## src/rtl/ico_pkg.sv

```systemverilog
`timescale 1ns / 1ps
`default_nettype none

package ico_pkg;

  typedef enum logic [1:0] {
    MODE_PLAIN = 2'd0,
    MODE_UDP   = 2'd1,
    MODE_TCP   = 2'd2,
    MODE_RSVD  = 2'd3
  } mode_e;

  localparam logic [15:0] WORD_ONES = 16'hFFFF;
  localparam logic [15:0] ODD_MASK  = 16'hFF00;

  // one item as held in the input register
  typedef struct packed {
    logic        first;
    logic        last;
    mode_e       mode;
    logic [15:0] seed;
    logic [15:0] word;
  } item_t;

  // end-around carry of a 17-bit sum
  function automatic logic [15:0] ones_fold17(input logic [16:0] s);
    logic [15:0] r;
    r = s[15:0] + {15'd0, s[16]};
    return r;
  endfunction

endpackage

`default_nettype wire

```

## src/rtl/ico_seed.sv

```systemverilog
`timescale 1ns / 1ps
`default_nettype none

module ico_seed
  import ico_pkg::*;
(
  input  mode_e       mode_i,
  input  logic [31:0] source_address_i,
  input  logic [31:0] destination_address_i,
  input  logic [7:0]  protocol_number_i,
  input  logic [15:0] segment_length_i,
  output logic [15:0] seed_o
);

  logic        use_ph;
  logic [18:0] total;
  logic [16:0] fold1;

  assign use_ph = (mode_i == MODE_UDP) || (mode_i == MODE_TCP);

  always_comb begin
    total = {3'd0, source_address_i[31:16]}
          + {3'd0, source_address_i[15:0]}
          + {3'd0, destination_address_i[31:16]}
          + {3'd0, destination_address_i[15:0]}
          + {11'd0, protocol_number_i}
          + {3'd0, segment_length_i};
    // two folds bring six words back to 16 bits
    fold1 = {1'b0, total[15:0]} + {14'd0, total[18:16]};
    seed_o = use_ph ? ones_fold17(fold1) : 16'd0;
  end

endmodule

`default_nettype wire

```

## src/rtl/ico_accum.sv

```systemverilog
`timescale 1ns / 1ps
`default_nettype none

module ico_accum
  import ico_pkg::*;
(
  input  logic        clk_i,
  input  logic        rst_ni,
  input  logic        advance_i,
  input  item_t       item_i,
  input  logic        out_ready_i,
  output logic        out_valid_o,
  output logic [15:0] checksum_value_o
);

  logic [15:0] running_sum_q, running_sum_d;
  mode_e       packet_mode_q, packet_mode_d;
  logic        out_valid_q, out_valid_d;
  logic [15:0] checksum_q, checksum_d;
  logic [15:0] base;

  always_comb begin
    base          = item_i.first ? item_i.seed : running_sum_q;
    running_sum_d = ones_fold17({1'b0, base} + {1'b0, item_i.word});
    packet_mode_d = item_i.first ? item_i.mode : packet_mode_q;
    checksum_d    = ~running_sum_d;
    // udp sends a zero checksum as all ones
    if ((packet_mode_d == MODE_UDP) && (checksum_d == 16'd0)) begin
      checksum_d = WORD_ONES;
    end
  end

  always_comb begin
    out_valid_d = out_valid_q;
    if (advance_i && item_i.last) begin
      out_valid_d = 1'b1;
    end else if (out_ready_i) begin
      out_valid_d = 1'b0;
    end
  end

  always_ff @(posedge clk_i or negedge rst_ni) begin
    if (!rst_ni) begin
      running_sum_q <= 16'd0;
      packet_mode_q <= MODE_PLAIN;
      out_valid_q   <= 1'b0;
    end else begin
      out_valid_q <= out_valid_d;
      if (advance_i) begin
        running_sum_q <= running_sum_d;
        packet_mode_q <= packet_mode_d;
      end
    end
  end

  always_ff @(posedge clk_i) begin
    if (advance_i && item_i.last) begin
      checksum_q <= checksum_d;
    end
  end

  assign out_valid_o      = out_valid_q;
  assign checksum_value_o = checksum_q;

endmodule

`default_nettype wire

```

## src/rtl/internet_checksum_offload_core.sv

```systemverilog
// a checksum reaches the output register via the input register and the result register
// throughput: one item per cycle unless a last item waits for the result register to be
// taken; the running sum takes one 16-bit end-around add per item between the input register and the result register
// pseudo-header seed is summed on the way into the input register
// reset (rst_ni low, async) clears both valid flags, the running sum and mode
`timescale 1ns / 1ps
`default_nettype none

module internet_checksum_offload_core
  import ico_pkg::*;
(
  input  logic        clk_i,
  input  logic        rst_ni,
  input  logic        in_valid_i,
  output logic        in_ready_o,
  input  logic [1:0]  mode_i,
  input  logic [15:0] data_word_i,
  input  logic        first_word_i,
  input  logic        last_word_i,
  input  logic        odd_byte_i,
  input  logic [31:0] source_address_i,
  input  logic [31:0] destination_address_i,
  input  logic [7:0]  protocol_number_i,
  input  logic [15:0] segment_length_i,
  output logic        out_valid_o,
  input  logic        out_ready_i,
  output logic [15:0] checksum_value_o
);

  logic        s1_valid_q, s1_valid_d;
  item_t       s1_item_q, s1_item_d;
  logic [15:0] seed;
  logic        accept;
  logic        advance;

  ico_seed u_seed (
    .mode_i                (mode_e'(mode_i)),
    .source_address_i      (source_address_i),
    .destination_address_i (destination_address_i),
    .protocol_number_i     (protocol_number_i),
    .segment_length_i      (segment_length_i),
    .seed_o                (seed)
  );

  // a last item needs room in the result register, others move on freely
  assign advance    = s1_valid_q && (!s1_item_q.last || !out_valid_o || out_ready_i);
  assign in_ready_o = !s1_valid_q || advance;
  assign accept     = in_valid_i && in_ready_o;

  always_comb begin
    s1_item_d.first = first_word_i;
    s1_item_d.last  = last_word_i;
    s1_item_d.mode  = mode_e'(mode_i);
    s1_item_d.seed  = seed;
    s1_item_d.word  = (last_word_i && odd_byte_i) ? (data_word_i & ODD_MASK) : data_word_i;
    s1_valid_d      = accept ? 1'b1 : (advance ? 1'b0 : s1_valid_q);
  end

  always_ff @(posedge clk_i or negedge rst_ni) begin
    if (!rst_ni) begin
      s1_valid_q <= 1'b0;
    end else begin
      s1_valid_q <= s1_valid_d;
    end
  end

  always_ff @(posedge clk_i) begin
    if (accept) begin
      s1_item_q <= s1_item_d;
    end
  end

  ico_accum u_accum (
    .clk_i            (clk_i),
    .rst_ni           (rst_ni),
    .advance_i        (advance),
    .item_i           (s1_item_q),
    .out_ready_i      (out_ready_i),
    .out_valid_o      (out_valid_o),
    .checksum_value_o (checksum_value_o)
  );

  a_last_gives_result : assert property (@(posedge clk_i) disable iff (!rst_ni)
    advance && s1_item_q.last |=> out_valid_o)
    else $error("last item did not produce a result");

  a_no_spurious_result : assert property (@(posedge clk_i) disable iff (!rst_ni)
    advance && !s1_item_q.last && !(out_valid_o && !out_ready_i) |=> !out_valid_o)
    else $error("result appeared without a last item");

  a_stall_reason : assert property (@(posedge clk_i) disable iff (!rst_ni)
    !in_ready_o |-> s1_valid_q && s1_item_q.last && out_valid_o && !out_ready_i)
    else $error("input stalled without a blocked last item");

endmodule

`default_nettype wire

```

## config.mk

```make
export PLATFORM = sky130hd
export DESIGN_NAME = internet_checksum_offload_core
export DESIGN_NICKNAME = d
export VERILOG_FILES = /design/src/rtl/ico_pkg.sv /design/src/rtl/ico_seed.sv /design/src/rtl/ico_accum.sv /design/src/rtl/internet_checksum_offload_core.sv
export SDC_FILE = /design/constraint.sdc
export NUM_CORES = 1
export LEC_CHECK = 0
export BUFFER_PORTS_ARGS = -buffer_cell sky130_fd_sc_hd__buf_2
export CORE_ASPECT_RATIO = 2
export CORE_MARGIN = 1
export CORE_UTILIZATION = 53
export CTS_CLUSTER_DIAMETER = 200
export CTS_CLUSTER_SIZE = 28
export DETAILED_ROUTE_END_ITERATION = 10
export PLACE_DENSITY = 0.76
export SETUP_SLACK_MARGIN = 0.2
export SLEW_MARGIN = 20
export SYNTH_ARGS = -nofsm -noshare
export SYNTH_HDL_FRONTEND = slang
export SYNTH_HIERARCHICAL = 1
export SYNTH_SLANG_ARGS = --single-unit
```

## constraint.sdc

```tcl
create_clock -name clk_i -period 10.8 [get_ports clk_i]
set_input_delay 0 -clock clk_i [delete_from_list [all_inputs] [get_ports clk_i]]
set_output_delay 0 -clock clk_i [all_outputs]
set_load 0.01 [all_outputs]
```

* Word-level counts from Yosys, hierarchy flattened
Index checks and enable logic that the tools add are counted.
Storage, ports and cells: word-level logic and storage cells 45, register bits after elaboration 72, output and inout port bits 18, input bits 113
Operators by class: equality and inequality tests 3, bitwise operators 1, multiplexer cells 6, add/sub/neg operators 9, reduce and logical (&&, ||, !) cells 15
Operator list (count):
- $add A19 B16 Y19 | 3
- $add A16 B16 Y17 | 2
- $add A16 B1 Y16 | 2
- $add A19 B8 Y19 | 1
- $add A16 B3 Y17 | 1
- $logic_not A16 Y1 | 1
- $mux W16 | 1
- $not A16 Y16 | 1
- $logic_and A1 B1 Y1 | 5
- $eq A2 B1 Y1 const B | 2
- $logic_or A1 B1 Y1 | 4
- $mux W1 | 4
- $reduce_bool A2 Y1 | 2
- $logic_not A1 Y1 | 3
- $eq A2 B2 Y1 const B | 1
- $mux W2 | 1

* Logic depth before layout (Yosys ltp)
depth after elaboration 7, depth in mapped cells 36

* Hierarchy
The synthesis kept the hierarchy.
Modules (own cells, without submodules):
- ico_seed | times used 1, cells each 434, area an instance 3474.6 µm²
- ico_accum | times used 1, cells each 320, area an instance 3075.4 µm²
- internet_checksum_offload_core | times used 1, cells each 51, area an instance 1209.9 µm²

* Worst setup path before layout
No wires, ideal clock.
path type in2reg, from input port source_address_i[2], to register s1_item_q[28] (netlist bit) (data pin), stages on the path 34, setup slack 3.528 ns, required time 10.534 ns, arrival time 7.007 ns, buffers on the path 1, cells stage by stage inv_1 fa_1 inv_1 fa_1 fa_1 ha_1 fa_1 a21oi_1 o21ai_1 a221oi_2 o21bai_1 a21oi_1 o21bai_1 a21oi_1 xnor2_1 ha_1 inv_1 fa_1 nor2b_1 o21ai_0 nand2b_1 clkbuf_1 a211oi_1 nand4_1 nor3_1 ha_1 nor2b_1 nor2b_1 nand3_1 a211oi_2 nand3b_1 a211oi_1 xnor2_1 nor2_1
On the way: cells in the longest elaborated chain, start to end 7
RTL lines:
- start: declaration | line internet_checksum_offload_core.sv:21 | input logic [31:0] source_address_i,
- $add A16 B16 Y17 | line ico_seed.sv:23 | + {3'd0, source_address_i[15:0]}
- $add A19 B16 Y19 | line ico_seed.sv:24 | + {3'd0, destination_address_i[31:16]}
- $add A19 B16 Y19 | line ico_seed.sv:25 | + {3'd0, destination_address_i[15:0]}
- $add A19 B8 Y19 | line ico_seed.sv:26 | + {11'd0, protocol_number_i}
- $add A19 B16 Y19 | line ico_seed.sv:27 | + {3'd0, segment_length_i};
- $add A16 B3 Y17 | line ico_seed.sv:29 | fold1 = {1'b0, total[15:0]} + {14'd0, total[18:16]};
- $add A16 B1 Y16 | line ico_pkg.sv:28 | r = s[15:0] + {15'd0, s[16]};
- end signal: assignment | line internet_checksum_offload_core.sv:69 | s1_item_q <= s1_item_d;
- end: declaration | line internet_checksum_offload_core.sv:31 | item_t s1_item_q, s1_item_d;
No other way between the ends. A chain may end at the register's enable or synchronous reset.

* Worst setup path after layout
Same ends and word-level chain as after synthesis.

==> impl_metrics.yaml <==
die:
  core_region_area_um2: 14400
  io_pins: 131
  start_util_pct: 54.1
  rows: 62
  die-width_um: 87.6
  die_h_um: 173
  floorplan.die_area_um2: 15200
power:
  power-per-cell-area_nw_per_um2: 316
  report.power.total_mw: 2.87
  ir_worst_vdd_mv: 0.158
  leakagePower_nw: 4.25
finish:
  area.growth.synth_to_final_pct: 17.2
  layout_common_cells: "144 x sky130_fd_sc_hd__inv_1, 130 x sky130_fd_sc_hd__buf_2, 58 x sky130_fd_sc_hd__fa_1"
  commonest_non_fill_non_tap_cell_in_the_layout: "sky130_fd_sc_hd__inv_1"
  n_antenna_cell: 0
  final_nets: 1167
  drive_above_1_share_pct: 22.4
  final_cell_count_no_fill: 1146
setup_path:
  path_common_cell: "sky130_fd_sc_hd__fa_1"
  cp.required_ns: 10.89
  crit_path_max_incr_delay_ns: 0.56
  rr_worst_depth: 21
  r2r-end: "u_accum/checksum_value_o[5]"
  critical_path_peak_fanout: 8
  worst_setup_path_end_kind: "flip-flop"
  timing_worst_setup_path_type: "input port to flip-flop"
  setup.worst_path.start_class: "input port"
  r2r_start: "s1_item_q[35]"
  timing.critical_path.slowest_stage_cell: "sky130_fd_sc_hd__fa_1"
  setup.reg_to_reg.worst_slack_ns: 3.75
  worstPathArrival_ns: 8.13
  critical_path_startpoint: "source_address_i[2]"
timing:
  setup-tns-final_ns: 0
  finalHoldViolCount: 0
  finalWorstPathRequiredPeriod_ns: 8.05
  tightest_slew_ns: 0.939
  relative_max_transition_margin_pct: 37.4
  rsz0062_at_grt: "no"
  setup_viol: 0
  max_freq_mhz: 124
  setup_skew_ns: 0.00795
  slew_viol_final: 0
  finalCritPeriodShare_pct: 74.5
  finalHoldWorstSlack_ns: 0.139
global_routing:
  pin_count_of_the_biggest_net_entering_global_routing: 37
  antenna_found_initial: 0
  global_route.overflow_total: 0
  groute.usage.overall_pct: 24.4
  first_global_vias: 6629
  global_route_wire_length_before_repair_um: 28800
drt:
  post_drt_via_cell_ratio: 5.55
  post_drt_wl_per_cell_um: 15.0
  drt_iter0_drc: 222
  drt_pre_antenna_iters: 4
  wirelength_um: 17200
  vias: 6359
  drcViolationCount: 0
  ant_nets: 0
min_path:
  min_path_type: "input port to asynchronous set/reset pin"
cts:
  h-tree-depth: 3
  max_clock_buf_depth: 2
  cts-hold-fix-buffers: 24
  cts.repair_timing.setup_buffer_count: 0
  total_cts_buffers: 9
  tritoncts: "built"
  post_cts_resized: 0
  clk_pin_slew_ns: 0.06
  clock_sinks: 72
  clk-insertion-delay-late_ns: 0.34
  clockRootBuffer: "sky130_fd_sc_hd__clkbuf_16"
synth:
  dominant_register_cell_in_the_synthesized_netlist: "sky130_fd_sc_hd__edfxtp_1"
  synth_enable_flop_cells: 52
  syn_area_per_cell_um2: 9.64
  netlist_area_um2: 7760
  synth.top_cells.by_area: "sky130_fd_sc_hd__edfxtp_1 20%, sky130_fd_sc_hd__fa_1 15%, sky130_fd_sc_hd__ha_1 7.6%, sky130_fd_sc_hd__inv_1 7.0%, sky130_fd_sc_hd__dfrtp_1 6.4%"
  synth_cell_types: 96
  asyncSetResetFlopFracSynth_pct: 27.8
  yosys_register_bits: 72
  net_count_after_synthesis: 1023
  postSynthCellCount: 805
  yosysWarningCount: 6
  yosys.area.top_type: "sky130_fd_sc_hd__edfxtp_1"
  ys_seq_area_share_pct: 26.6
  yosysTopAreaCellShare_pct: 20.1
placed_design:
  hpwl_um: 14300
  globalplace.congestion: 0.947
  cell_count_post_placement: 1106
  io_buffer_count: 130
flow_run:
  maxCapViolations: 0
outcome:
  run_status: "finished clean"
[worst max-delay path, delay by kind of cell]
kind | cells | cell delay, ns
AO/OA/AOI/OAI | 11 | 2.71
XOR/XNOR | 2 | 0.39
adder cells (fa/ha/maj) | 8 | 3.06
buffers and inverters | 4 | 0.23
AND/OR/NAND/NOR | 9 | 1.75
[per-layer routing]
metal  vias to the layer above  wire [um]  global-route usage, %
li1                       3104          -                      -
met1                      3019       5640                   21.7
met2                       170      10000                   47.9
met3                        66        372                   1.86
met4                         0       1210                   18.2
met5                         -          0                      0
[power by group]
part	total, mW	leakage [nW]	internal, mW	switching (mW)
logic	2.09	3.35	0.849	1.24
registers	0.463	0.738	0.432	0.0317
clock network	0.318	0.157	0.204	0.114
[cells by family (layout without fill, tap and decap cells)]
logic type	after synthesis	in the layout	synth area share (%)
compound gates	173	173	17.9
xor+xnor	38	38	4.47
fa+ha+maj	105	105	22.5
buf+inv	166	315	8.59
flops	72	72	26.6
mux	25	25	3.63
simple gates	226	226	16.3
[synthesized netlist by cell type (8+ instances only)]
| cell type | instances |
|---|---|
| sky130_fd_sc_hd__xor2_1 | 11 |
| sky130_fd_sc_hd__edfxtp_1 | 52 |
| sky130_fd_sc_hd__a21o_1 | 18 |
| sky130_fd_sc_hd__nor3_1 | 19 |
| sky130_fd_sc_hd__mux2_2 | 25 |
| sky130_fd_sc_hd__nand2b_1 | 10 |
| sky130_fd_sc_hd__o21a_1 | 10 |
| sky130_fd_sc_hd__a21oi_1 | 31 |
| sky130_fd_sc_hd__ha_1 | 47 |
| sky130_fd_sc_hd__inv_1 | 144 |
| sky130_fd_sc_hd__nor2b_1 | 10 |
| sky130_fd_sc_hd__nand2_1 | 37 |
| sky130_fd_sc_hd__xnor2_1 | 26 |
| sky130_fd_sc_hd__buf_2 | 8 |
| sky130_fd_sc_hd__and2_1 | 21 |
| sky130_fd_sc_hd__nor2_1 | 50 |
| sky130_fd_sc_hd__a211oi_1 | 11 |
| sky130_fd_sc_hd__o21ai_0 | 15 |
| sky130_fd_sc_hd__nand3_1 | 16 |
| sky130_fd_sc_hd__fa_1 | 58 |
| sky130_fd_sc_hd__dfrtp_1 | 20 |
| sky130_fd_sc_hd__and3_1 | 9 |
| sky130_fd_sc_hd__nand4_1 | 10 |
[worst max-delay path by stage]
stage	endpoint	slack, ns	cells past startpoint
after floorplan	s1_item_q[28]	3.53	34
after global placement	s1_item_q[31]	2.75	33
after detailed placement	s1_item_q[28]	2.47	34
after CTS	s1_item_q[28]	2.81	34
after global routing	s1_item_q[28]	1.91	34
final	s1_item_q[28]	2.75	34
[state kept, by name (all words and copies together), names as in the netlist]
signal	flops
s1_item_q	36
s1_valid_q	1
u_accum/checksum_value_o	16
u_accum/out_valid_o	1
u_accum/packet_mode_q	2
u_accum/running_sum_q	16
[per-stage QoR]
stage,util [%],area [um^2],setup WS (ns)
finish,63.4,9090,2.75
global route,63.4,9090,1.91
CTS,63.4,9090,2.81
detailed placement,59.5,8530,2.47
global placement,59.5,8530,2.75
floorplan,-,7760,3.53
[cell type report]
type | count | area, um^2
inverters | 144 | 541
clock buffers | 10 | 229
fillers | 1235 | 5260
flip-flops and latches | 72 | 2060
clock inverters | 6 | 91.3
well taps | 192 | 240
multi-input cells | 567 | 5030
repair buffers | 155 | 898
Power figures use the tool's default switching activity.
